**config.mk**
```make
export PLATFORM = sky130hd
export DESIGN_NAME = checked_int64_alu_top
export DESIGN_NICKNAME = d
export VERILOG_FILES = /design/src/rtl/core/cia_pkg.sv /design/src/rtl/core/cia_front.sv /design/src/rtl/core/cia_queue.sv /design/src/rtl/core/cia_back.sv /design/src/rtl/core/checked_int64_alu_top.sv
export SDC_FILE = /design/constraint.sdc
export NUM_CORES = 2
export LEC_CHECK = 0
export BUFFER_PORTS_ARGS = -buffer_cell sky130_fd_sc_hd__buf_2
export CORE_MARGIN = 2
export CORE_UTILIZATION = 50
export DETAILED_ROUTE_END_ITERATION = 7
export PLACE_DENSITY = 0.64
export SETUP_SLACK_MARGIN = 0.02
export SLEW_MARGIN = 5
export SYNTH_ARGS = -nofsm -noshare
export SYNTH_HDL_FRONTEND = slang
export SYNTH_SLANG_ARGS = --single-unit
```
**constraint.sdc**
```tcl
create_clock -name clock -period 18.6 [get_ports clock]
set_input_delay 0.93 -clock clock [delete_from_list [all_inputs] [get_ports clock]]
set_output_delay 0.93 -clock clock [all_outputs]
set_load 0.005 [all_outputs]
```
**src/rtl/core/cia_pkg.sv**
```systemverilog
// ----------------------------------------------------------------------------
// cia_pkg
// Shared types and codes for the overflow-checked integer ALU.
// ----------------------------------------------------------------------------
package cia_pkg;

   localparam int unsigned OP_W = 5;
   localparam int unsigned FIELD_W = 64;

   typedef enum logic [4:0] {
      OP_ADD  = 5'd0,  OP_SUB  = 5'd1,  OP_MUL  = 5'd2,  OP_REM  = 5'd3,
      OP_NEG  = 5'd4,  OP_INC  = 5'd5,  OP_DEC  = 5'd6,  OP_AND  = 5'd7,
      OP_OR   = 5'd8,  OP_XOR  = 5'd9,  OP_NOT  = 5'd10, OP_SHR  = 5'd11,
      OP_SHL  = 5'd12, OP_CMP  = 5'd13, OP_BYTE = 5'd14, OP_LNOT = 5'd15,
      OP_LAND = 5'd16, OP_LOR  = 5'd17
   } op_type;

   typedef enum logic [1:0] {
      ST_OK  = 2'd0,
      ST_OVF = 2'd1,
      ST_ERR = 2'd2
   } status_type;

   // Work class decided by the front part.
   typedef enum logic [1:0] {
      CLS_DONE = 2'd0,
      CLS_MUL  = 2'd1,
      CLS_REM  = 2'd2
   } class_type;

   typedef enum logic [1:0] {
      BK_IDLE = 2'd0,
      BK_RUN  = 2'd1,
      BK_FIN  = 2'd2
   } back_state_type;

   typedef struct packed {
      logic [4:0]         operation;
      logic signed [63:0] operand_a;
      logic signed [63:0] operand_b;
   } req_type;

   typedef struct packed {
      logic signed [63:0] value;
      logic [1:0]         status;
   } rsp_type;

   // One queued job: a finished result or a multiply or remainder job with magnitudes.
   typedef struct packed {
      class_type   cls;
      logic        neg;
      logic [63:0] ma;
      logic [63:0] mb;
      rsp_type     rsp;
   } job_type;

endpackage

```
**src/rtl/core/cia_front.sv**
```systemverilog
// ----------------------------------------------------------------------------
// cia_front
// Sign-extend operands, finish the combinational operations, classify the rest.
// ----------------------------------------------------------------------------
module cia_front #(
   parameter int unsigned DATA_WIDTH = 64
) (
   input  cia_pkg::req_type req,
   output cia_pkg::job_type job
);

   localparam logic [63:0] WMASK = (DATA_WIDTH == 64) ? {64{1'b1}}
                                   : ((64'd1 << DATA_WIDTH) - 64'd1);
   localparam logic [63:0] WMAX  = WMASK >> 1;

   function automatic logic [63:0] sext(input logic [63:0] v);
      logic [63:0] t;
      t = v & WMASK;
      if (DATA_WIDTH < 64 && t[DATA_WIDTH-1]) t = t | ~WMASK;
      return t;
   endfunction

   logic [63:0] a, b, ma, mb, ms, r, idx;
   logic        na, nb, nbe, ns, ovf, err;
   logic [64:0] sum;
   logic [5:0]  cnt;
   logic [2:0]  bsel;
   cia_pkg::class_type cls;

   always_comb begin
      a   = sext(req.operand_a);
      b   = sext(req.operand_b);
      na  = a[63];
      nb  = b[63];
      ma  = na ? (64'd0 - a) : a;
      mb  = nb ? (64'd0 - b) : b;
      cnt = req.operand_b[5:0];
      idx = (DATA_WIDTH < 64) ? b : req.operand_b;
      r   = '0;
      ovf = 1'b0;
      err = 1'b0;
      cls = cia_pkg::CLS_DONE;
      ns  = 1'b0;
      nbe = nb;
      ms  = mb;
      sum = '0;
      bsel = 3'd7 - idx[2:0];
      // sign-magnitude adder operand select
      case (req.operation)
         cia_pkg::OP_SUB: nbe = ~nb;
         cia_pkg::OP_INC: begin nbe = 1'b0; ms = 64'd1; end
         cia_pkg::OP_DEC: begin nbe = 1'b1; ms = 64'd1; end
         default: ;
      endcase
      if (na == nbe) begin
         sum = {1'b0, ma} + {1'b0, ms};
         ns  = na;
      end else if (ma >= ms) begin
         sum = {1'b0, ma - ms};
         ns  = na;
      end else begin
         sum = {1'b0, ms - ma};
         ns  = nbe;
      end
      case (req.operation)
         cia_pkg::OP_ADD, cia_pkg::OP_SUB, cia_pkg::OP_INC, cia_pkg::OP_DEC: begin
            ovf = sum[64] || (sum[63:0] > WMAX);
            r   = ns ? (64'd0 - sum[63:0]) : sum[63:0];
         end
         cia_pkg::OP_MUL: cls = cia_pkg::CLS_MUL;
         cia_pkg::OP_REM: begin
            if (mb == 64'd0) err = 1'b1;
            else cls = cia_pkg::CLS_REM;
         end
         cia_pkg::OP_NEG: begin
            ovf = ma > WMAX;
            r   = na ? ma : (64'd0 - ma);
         end
         cia_pkg::OP_AND: r = a & b;
         cia_pkg::OP_OR:  r = a | b;
         cia_pkg::OP_XOR: r = a ^ b;
         cia_pkg::OP_NOT: r = sext(~a);
         cia_pkg::OP_SHR: r = $unsigned($signed(a) >>> cnt);
         cia_pkg::OP_SHL: r = sext(a << cnt);
         cia_pkg::OP_CMP: r = ($signed(a) < $signed(b)) ? {64{1'b1}}
                              : ((a == b) ? 64'd0 : 64'd1);
         cia_pkg::OP_BYTE: begin
            if (idx > 64'd7) err = 1'b1;
            else r = {56'd0, a[{bsel, 3'b000} +: 8]};
         end
         cia_pkg::OP_LNOT: r = {63'd0, a == 64'd0};
         cia_pkg::OP_LAND: r = {63'd0, (a != 64'd0) && (b != 64'd0)};
         cia_pkg::OP_LOR:  r = {63'd0, (a != 64'd0) || (b != 64'd0)};
         default: err = 1'b1;
      endcase
      job.cls = cls;
      job.neg = na ^ nb;
      job.ma  = ma;
      job.mb  = mb;
      job.rsp.value  = (ovf || err) ? 64'sd0 : $signed(r);
      job.rsp.status = err ? cia_pkg::ST_ERR : (ovf ? cia_pkg::ST_OVF : cia_pkg::ST_OK);
   end

endmodule

```
**src/rtl/core/cia_queue.sv**
```systemverilog
// ----------------------------------------------------------------------------
// cia_queue
// Two-entry job queue between the front and back parts.
// ----------------------------------------------------------------------------
module cia_queue (
   input  logic             clock,
   input  logic             reset,
   input  logic             push,
   input  cia_pkg::job_type push_job,
   output logic             full,
   input  logic             pop,
   output logic             empty,
   output cia_pkg::job_type head
);

   cia_pkg::job_type mem_ff [2];
   logic       wp_ff, rp_ff, wp_in, rp_in;
   logic [1:0] cnt_ff, cnt_in;

   always_comb begin
      wp_in  = wp_ff ^ push;
      rp_in  = rp_ff ^ pop;
      cnt_in = cnt_ff + {1'b0, push} - {1'b0, pop};
   end

   always_ff @(posedge clock) begin
      if (reset) begin
         wp_ff  <= 1'b0;
         rp_ff  <= 1'b0;
         cnt_ff <= 2'd0;
      end else begin
         wp_ff  <= wp_in;
         rp_ff  <= rp_in;
         cnt_ff <= cnt_in;
      end
   end

   always_ff @(posedge clock) begin
      if (push) mem_ff[wp_ff] <= push_job;
   end

   assign head  = mem_ff[rp_ff];
   assign full  = cnt_ff == 2'd2;
   assign empty = cnt_ff == 2'd0;

   a_no_overflow: assert property (@(posedge clock) disable iff (reset)
      full |-> !push) else $error("push into full queue");
   a_no_underflow: assert property (@(posedge clock) disable iff (reset)
      empty |-> !pop) else $error("pop from empty queue");
   a_count: assert property (@(posedge clock) disable iff (reset)
      cnt_ff != 2'd3) else $error("bad queue count");

endmodule

```
**src/rtl/core/cia_back.sv**
```systemverilog
// ----------------------------------------------------------------------------
// cia_back
// Shift-add multiply and shift-subtract remainder, one bit a cycle.
// ----------------------------------------------------------------------------
module cia_back #(
   parameter int unsigned DATA_WIDTH = 64
) (
   input  logic             clock,
   input  logic             reset,
   input  logic             empty,
   input  cia_pkg::job_type head,
   output logic             pop,
   output logic             rsp_valid,
   output cia_pkg::rsp_type rsp
);

   localparam logic [63:0] WMASK = (DATA_WIDTH == 64) ? {64{1'b1}}
                                   : ((64'd1 << DATA_WIDTH) - 64'd1);
   localparam logic [63:0] WMAX  = WMASK >> 1;

   cia_pkg::back_state_type st_ff, st_in;
   logic [5:0]  bit_ff, bit_in;
   logic [64:0] acc_ff, acc_in;   // product or partial remainder
   logic        ovf_ff, ovf_in;
   logic [64:0] acc2, diff;
   logic [63:0] mag;
   logic        bitv, load, last;
   cia_pkg::rsp_type rsp_ff, rsp_in;
   logic        vld_ff, vld_in;

   assign bitv = head.mb[bit_ff] ;
   assign last = bit_ff == 6'd0;
   assign load = (st_ff == cia_pkg::BK_IDLE) && !empty
                 && (head.cls != cia_pkg::CLS_DONE);

   always_comb begin
      st_in = st_ff;
      case (st_ff)
         cia_pkg::BK_IDLE: if (load) st_in = cia_pkg::BK_RUN;
         cia_pkg::BK_RUN:  if (last) st_in = cia_pkg::BK_FIN;
         cia_pkg::BK_FIN:  st_in = cia_pkg::BK_IDLE;
         default:          st_in = cia_pkg::BK_IDLE;
      endcase
   end

   always_comb begin
      bit_in = bit_ff;
      acc_in = acc_ff;
      ovf_in = ovf_ff;
      acc2   = '0;
      diff   = '0;
      if (load) begin
         bit_in = 6'd63;
         acc_in = '0;
         ovf_in = 1'b0;
      end else if (st_ff == cia_pkg::BK_RUN) begin
         bit_in = bit_ff - 6'd1;
         if (head.cls == cia_pkg::CLS_MUL) begin
            // MSB-first: acc = 2*acc + (bit ? ma : 0); track bound on WMAX
            acc2 = {acc_ff[63:0], 1'b0};
            ovf_in = ovf_ff || acc_ff[64] || acc_ff[63];
            acc_in = acc2 + (bitv ? {1'b0, head.ma} : 65'd0);
            if (acc_in > {1'b0, WMAX}) ovf_in = 1'b1;
            if (ovf_in) acc_in = '0;
         end else begin
            acc2 = {acc_ff[63:0], head.ma[bit_ff]};
            diff = acc2 - {1'b0, head.mb};
            acc_in = diff[64] ? acc2 : diff;
         end
      end
   end

   always_comb begin
      mag = acc_ff[63:0];
      pop = 1'b0;
      vld_in = 1'b0;
      rsp_in = head.rsp;
      if ((st_ff == cia_pkg::BK_IDLE) && !empty && head.cls == cia_pkg::CLS_DONE) begin
         pop = 1'b1;
         vld_in = 1'b1;
      end else if (st_ff == cia_pkg::BK_FIN) begin
         pop = 1'b1;
         vld_in = 1'b1;
         if (ovf_ff || mag > WMAX) begin
            rsp_in.value  = 64'sd0;
            rsp_in.status = cia_pkg::ST_OVF;
         end else begin
            rsp_in.value  = $signed(head.neg ? (64'd0 - mag) : mag);
            rsp_in.status = cia_pkg::ST_OK;
         end
      end
   end

   always_ff @(posedge clock) begin
      if (reset) begin
         st_ff  <= cia_pkg::BK_IDLE;
         vld_ff <= 1'b0;
      end else begin
         st_ff  <= st_in;
         vld_ff <= vld_in;
      end
   end

   always_ff @(posedge clock) begin
      bit_ff <= bit_in;
      acc_ff <= acc_in;
      ovf_ff <= ovf_in;
      rsp_ff <= rsp_in;
   end

   assign rsp_valid = vld_ff;
   assign rsp = rsp_ff;

   a_pop_nonempty: assert property (@(posedge clock) disable iff (reset)
      pop |-> !empty) else $error("pop while empty");
   a_fin_follows_run: assert property (@(posedge clock) disable iff (reset)
      st_ff == cia_pkg::BK_FIN |-> $past(st_ff) == cia_pkg::BK_RUN)
      else $error("finish without run");
   a_rsp_after_pop: assert property (@(posedge clock) disable iff (reset)
      pop |=> rsp_valid) else $error("word lost");

endmodule

```
**src/rtl/core/checked_int64_alu_top.sv**
```systemverilog
// ----------------------------------------------------------------------------
// checked_int64_alu_top
// Overflow-checked signed integer ALU with a decoupled front and back end.
// ----------------------------------------------------------------------------
// Issue a word by raising start while busy is low. Simple operations are
// finished in the front end and return their word through the queue and the
// back end's result register; multiply and remainder run in the
// one-bit-per-cycle shift-add/shift-subtract unit in the back end. A two-entry
// queue holds words between the front end and the back end; busy rises while
// the queue is full. Each result word shows on rsp_word for exactly one cycle
// with rsp_strobe high; the receiver cannot stall, so sample it in that cycle.
// Overflow or error forces value to zero.
module checked_int64_alu_top #(
   parameter int unsigned DATA_WIDTH = 64
) (
   input  logic             clock,
   input  logic             reset,
   input  logic             start,
   output logic             busy,
   input  cia_pkg::req_type req_word,
   output logic             rsp_strobe,
   output cia_pkg::rsp_type rsp_word
);

   cia_pkg::job_type job, head;
   logic full, empty, pop, push;

   // classify and finish simple words at the front
   cia_front #(.DATA_WIDTH(DATA_WIDTH)) u_front (.req(req_word), .job(job));

   assign busy = full;
   assign push = start && !full;

   // hold pending jobs
   cia_queue u_queue (
      .clock(clock), .reset(reset), .push(push), .push_job(job), .full(full),
      .pop(pop), .empty(empty), .head(head)
   );

   // advance long jobs bit by bit
   cia_back #(.DATA_WIDTH(DATA_WIDTH)) u_back (
      .clock(clock), .reset(reset), .empty(empty), .head(head), .pop(pop),
      .rsp_valid(rsp_strobe), .rsp(rsp_word)
   );

endmodule

```
### Yosys cells after proc, flatten, opt, wreduce, memory -nomap -nowiden

Memories as Yosys holds them, arrays and structs flattened. A register that Yosys moved wholly into a read port is not among the register bits.
Index checks and enable logic that the tools add are counted.

| storage, ports and cells | value |
|---|---|
| register bits after elaboration | 145 |
| bits in writable memories | 394 |
| bits of input ports | 136 |
| output and inout port bits | 68 |
| memories | 1 |
| word-level logic and storage cells | 144 |

Memories:

| memory | depth | bits a word | read ports | clocked after memory_dff | wr ports | line | source |
|---|---|---|---|---|---|---|---|
| u_queue.mem_ff | 2 | 197 | 1 | 1 | 1 | cia_queue.sv:16 | `cia_pkg::job_type mem_ff [2];` |

| cells by class | value |
|---|---|
| $add $sub $neg | 14 |
| reduce and logical (&&, ||, !) cells | 28 |
| multiplexer cells | 47 |
| eq/ne operators | 25 |
| $lt $le $gt $ge | 8 |
| shift-type cells | 3 |
| bitwise gates (word level) | 8 |

Operator list:

| operator | count |
|---|---|
| one-hot mux 64 bit (13 select lines) | 1 |
| 2-to-1 mux 64 bit | 10 |
| subtractor 1 x 64 -> 64 bit (first input constant) | 5 |
| 2-to-1 mux 65 bit | 4 |
| 2-to-1 mux 66 bit | 3 |
| > comparator 64 x 63 -> 1 bit (second input constant) | 3 |
| zero test 64 bit | 2 |
| nonzero test 64 bit | 2 |
| subtractor 64 bit | 2 |
| adder 64 x 64 -> 65 bit | 1 |
| adder 65 bit | 1 |
| > comparator 65 x 63 -> 1 bit (second input constant) | 1 |
| subtractor 65 x 64 -> 65 bit | 1 |
| bitwise AND 64 bit | 1 |
| equality test 64 bit | 1 |
| greater-or-equal comparator 64 bit | 1 |
| > comparator 64 x 3 -> 1 bit (second input constant) | 1 |
| less-than comparator 64 bit | 1 |
| inverter 64 bit | 1 |
| bitwise OR 64 bit | 1 |
| variable part select 64 x 7 -> 8 bit | 1 |
| << shifter 64 x 6 -> 64 bit | 1 |
| >>> shifter 64 x 6 -> 64 bit | 1 |
| XOR 64 bit | 1 |
| other kinds (34) | 86 |

### Longest topological paths before layout

| depth | value |
|---|---|
| depth in word-level cells | 11 |
| mapped depth | 39 |
| depth with buffers taken out | 30 |

### Modules after synthesis

From an unflattened synthesis, not the netlist that was laid out.

| second synthesis, totals | value |
|---|---|
| cell total of the unflattened synthesis | 8119 |
| area, all modules | 63923.8 um^2 |

By module, submodules not included:

| module | times used | cells an instance | area an instance (um^2) | seq. area each (um^2) |
|---|---|---|---|---|
| cia_front | 1 | 5322 | 33096.7 | 0.0 |
| cia_back | 1 | 2164 | 15946.5 | 2822.7 |
| cia_queue | 1 | 632 | 14866.8 | 11911.4 |
| checked_int64_alu_top | 1 | 1 | 13.8 | 0.0 |

### Worst setup path before layout

No wires, ideal clock.

| path | value |
|---|---|
| kind | input -> register |
| start point | input port req_word[0] (netlist bit) |
| end point | memory u_queue.mem_ff[0][58] (netlist bit), data pin |
| data arrival time | 9781 ps |
| cell stages on the path | 38 |
| buffers on the path | 10 |
| library setup time | 263 ps |
| setup slack | 8556 ps |
| path through | clkbuf_1 > inv_1 > buf_1 > clkbuf_1 > clkbuf_1 > ha_1 > nor2b_1 > nand3_1 > or2_1 > or4_1 > or4_1 > or3_1 > o21ai_1 > xnor2_1 > nand2_1 > inv_1 > ha_1 > clkbuf_1 > [2 not listed] > a221oi_1 > o21ai_0 > a21oi_1 > buf_2 > buf_4 > buf_4 > buf_2 > nand3_1 > a31oi_1 > ha_1 > inv_1 > or4_1 > or3_1 > clkbuf_1 > or2_1 > o41ai_1 > nor3_1 > a211o_1 |

RTL lines:

| element | line | source |
|---|---|---|
| start: declaration | checked_int64_alu_top.sv:20 | `input cia_pkg::req_type req_word,` |
| end: declaration | cia_queue.sv:16 |  |

==> summary.txt <==
Status
  • Outcome: finished, violations left
  • Failing checks: max-capacitance violations, max-slew violations

Clocking
  • Buffer depth of the longest clock path: 3
  • H-tree depth: 2
  • CTS Root Cell: clkbuf_16
  • Total CTS buffers: 60
  • Setup Fix Bufs, Post-CTS: 0
  • Cts repair resizes: 0
  • CTS clk-pin slew, worst paths: around 0.060 ns
  • TritonCTS clock tree: built
  • Worst skew pair latency: a little over 0.7 ns
  • Clock Sinks: 539
  • Cts hold-fix bufs: 0

Setup path
  • Setup CP Type: input pin to flop
  • Crit path top cell by count: o21ai_0
  • Worst path required time: 18.99 ns
  • WP data arrival: ~12 ns
  • Crit start category: input pin
  • Max Fanout on Critical Path: 53
  • Critical path's top delay family: simple AND/OR/NAND/NOR gates
  • Worst path bufs/invs: 6
  • Worst path slowest cell: o21ai_0
  • CP Capture Type: flop
  • Largest stage delay, worst path: around 0.92 ns

STA
  • Setup violators final: 0
  • Worst Clk Skew: 0.0265 ns
  • Final min period: roughly 12 ns
  • Hold Vio Cnt, Final: 0
  • RSZ-0062 raised after global routing: no
  • Tcrit/Tclk final: between 60% and 70%
  • Fin. max-slew vios: 4
  • Slew margin rel.: -4.32%
  • Setup TNS: 0 ns
  • Hold WS: between 0.4 and 0.5 ns
  • Fmax: around 0.085 GHz
  • Least-Margin Pin Slew: 1.55 ns

Hold path
  • Hold WC Path Type: flop to flop

Pwr
  • Switching fraction of total power: between 50% and 60%
  • Reg power frac: slightly above 20%
  • Cell internal pwr: ~4300 uW
  • Logic pwr share: about two thirds
  • Pleak: 0.0269 uW
  • Clock power frac: between 10% and 20%
  • Worst vdd ir: between 0.0001 and 0.00015 V
  • Power, Total: around 8900 uW
  • Pwr dens: 131 mW/mm^2
  • Net load switching power: about 4600 uW

Route
  • DR vias: around 69000
  • DRC: 0
  • Post-route ant nets: 0
  • Routed wire length per instance: around 34 um
  • Iter 0 DRT Violations: 11363
  • Vias/cell: just over 7
  • WL final: 326000 um
  • Drt pass-1 iters: 8

Cells and area
  • P&R area growth vs syn: 7.06%
  • Filler Cell Count: ~12000
  • Fraction of layout cells with a size suffix above 1: between 8 and 9%
  • Core Util, Final: a little over half
  • Area occupied by multi-input gates: around 0.045 sq mm
  • Seq. cell area: about 0.015 sq mm
  • NumNets Final: 8510

Floorplan
  • I/O Pins: 204
  • Core Rows: 130
  • Die area: about 0.13 sq mm
  • Starting Density: 50.3%
  • Die Ht: ~360 um
  • Die W: around 360 um
  • Core Area: about 0.13 sq mm

Synthesis
  • EDFF count, synth: roughly 390
  • Sequential area share after synthesis: a little under a quarter
  • Post-synthesis cell type count: about 110
  • FFs w/ async S/R, synth: 0%
  • Mapped cell area: between 0.06 and 0.07 sq mm
  • FF+latch count, synth: around 540
  • Mapped Avg Cell Area: 7.92 sq um
  • Cells after synthesis: roughly 8000
  • Top_reg_cell synth: edfxtp_1
  • Ys Warns: 0
  • Syn nets: between 8000 and 9000

Global routing
  • Met1 GRT Util: about three fifths
  • Largest net degree at the start of global routing: 85
  • GR Util met2: between 70% and 80%
  • Number of global-route vias before repair: 62721
  • Initial antenna violation count: 27
  • GR Util met3: 14.8%
  • Tot GR Track Use: 48.1%
  • Global-route wire length before repair: 454000 um
  • Busiest grt layer: met2
  • Grt ovf: 0

Placed design
  • RD Place Congestion: between 1 and 1.5
  • Port buffer count: 203
  • DP HPWL: ~260000 um

Job
  • Max-cap violations: 2
## layout make-up
type | count | share of cell area, %
flip-flops and latches | 539 | 21.8
multi-input cells | 6452 | 66.4
diodes | 20 | 0.0741
inverters | 429 | 2.40
clock buffers | 73 | 2.44
well taps | 1650 | 3.06
repair buffers | 365 | 3.33
clock inverters | 40 | 0.509
## cell families (layout without fill, tap and decap cells)
family	after synthesis	after routing	share of synthesized area, %
other cells	0	20	0
mux	568	568	10.3
compound gates	2579	2579	26.3
simple gates	2365	2365	17.9
flops	539	539	23.3
buf+inv	977	907	5.96
xor+xnor	412	412	5.73
fa+ha+maj	528	528	10.5
## synthesized netlist by cell type (29+ instances only)
library cell | number | area (sq um)
inv_1 | 416 | 1560
nand2b_1 | 55 | 344
o21bai_1 | 84 | 631
a221oi_1 | 36 | 315
xor2_1 | 79 | 692
o2111ai_1 | 29 | 254
o21ai_0 | 590 | 2950
mux2_2 | 45 | 507
o31ai_1 | 87 | 653
a22oi_1 | 40 | 300
nand4_1 | 113 | 707
nor2_1 | 760 | 2850
mux2i_1 | 461 | 4610
mux4_2 | 61 | 1370
a211oi_1 | 89 | 668
dfxtp_1 | 145 | 2900
edfxtp_1 | 394 | 11800
o22ai_1 | 123 | 769
o21a_1 | 52 | 390
and2_1 | 47 | 294
a21o_1 | 143 | 1070
nor4_1 | 116 | 726
a31oi_1 | 100 | 626
o211ai_1 | 127 | 953
nand2_1 | 640 | 2400
nor3_1 | 143 | 716
or4_1 | 38 | 285
and3_1 | 45 | 282
o41ai_1 | 30 | 263
buf_1 | 89 | 334
o221ai_1 | 53 | 464
nand3_1 | 137 | 686
buf_2 | 39 | 195
or2_2 | 38 | 238
or3_1 | 70 | 438
a21oi_1 | 685 | 3430
ha_1 | 522 | 6530
clkbuf_1 | 412 | 1550
nor2b_1 | 52 | 325
xnor2_1 | 332 | 2910
## path summary, 6_finish.rpt
| kind | startpoint | end | cells after the start | slack, ns |
|---|---|---|---|---|
| worst min register to register | u_back.acc_ff[64] | u_back.acc_ff[64] | 2 | 0.46 |
| worst min-delay path | u_back.acc_ff[64] | u_back.acc_ff[64] | 2 | 0.46 |
| worst max-delay path | req_word[3] | u_queue.mem_ff[0][48] | 29 | 6.90 |
| worst max register to register | u_queue.rp_ff | u_back.acc_ff[10] | 29 | 7.57 |
## stage by stage
stage               setup WS [ns]  cell area (sq um)  std cells
floorplan                    8.56              63100       7968
global placement             6.92              65500       9435
detailed placement           6.72              65500       9435
CTS                          7.46              67500       9548
global route                 6.64              67500       9551
finish                       6.90              67600       9568
## metal layers
metal	wire, um	vias up	share of wire [%]
met2	133000	5319	41
met1	121000	32834	37
met5	117	-	0.036
met3	44400	1235	14
met4	27700	16	8.5
li1	-	29390	-
## power by group through the flow
stage                     Sequential, uW  Clock [uW]  Combinational [uW]
final                               1830        1210                5820
after global routing                1860        1260                6150
after CTS                           1820        1220                5590
after detailed placement            1850           0                5550
after global placement              1830           0                5510
after floorplan                     1790           0                3860
## worst register-to-register path: cells and delay by family (launching register included)
family                   cells  cell delay [ns]
AO/OA/AOI/OAI               15             4.92
multiplexers                 3             1.46
buffers and inverters        2             1.36
AND/OR/NAND/NOR              6             1.24
adder cells (fa/ha/maj)      3             1.18
flip-flops                   1             0.73
## registers in the layout, indices dropped and copies added, names as in the netlist
| signal | flops |
|---|---|
| u_queue.mem_ff | 394 |
| u_back.rsp | 66 |
| u_back.acc_ff | 65 |
| u_back.bit_ff | 6 |
| u_back.st_ff | 2 |
| u_queue.cnt_ff | 2 |
| u_back.ovf_ff | 1 |
| u_back.rsp_valid | 1 |
| u_queue.rp_ff | 1 |
| u_queue.wp_ff | 1 |
## layout by cell type, fill, tap and decap left out, drive strengths merged, types with 43 or more instances in the layout
master,synthesis,layout
or3,74,74
ha,522,522
nand3,138,138
o21bai,84,84
o31ai,90,90
a21o,143,143
and3,46,46
clkbuf,413,73
or2,43,43
xor2,79,79
mux4,61,61
dfxtp,145,145
buf,135,365
a21oi,685,685
nand4,114,114
edfxtp,394,394
nor2,761,761
nor2b,52,52
o21a,52,52
nand2b,55,55
and2,47,47
o211ai,127,127
a211oi,90,90
inv,419,431
o221ai,53,53
mux2,46,46
xnor2,333,333
a31oi,100,100
nor4,118,118
nand2,641,641
mux2i,461,461
o22ai,123,123
nor3,146,146
o21ai,602,602
Note: power is estimated with default switching activity, not from simulation.
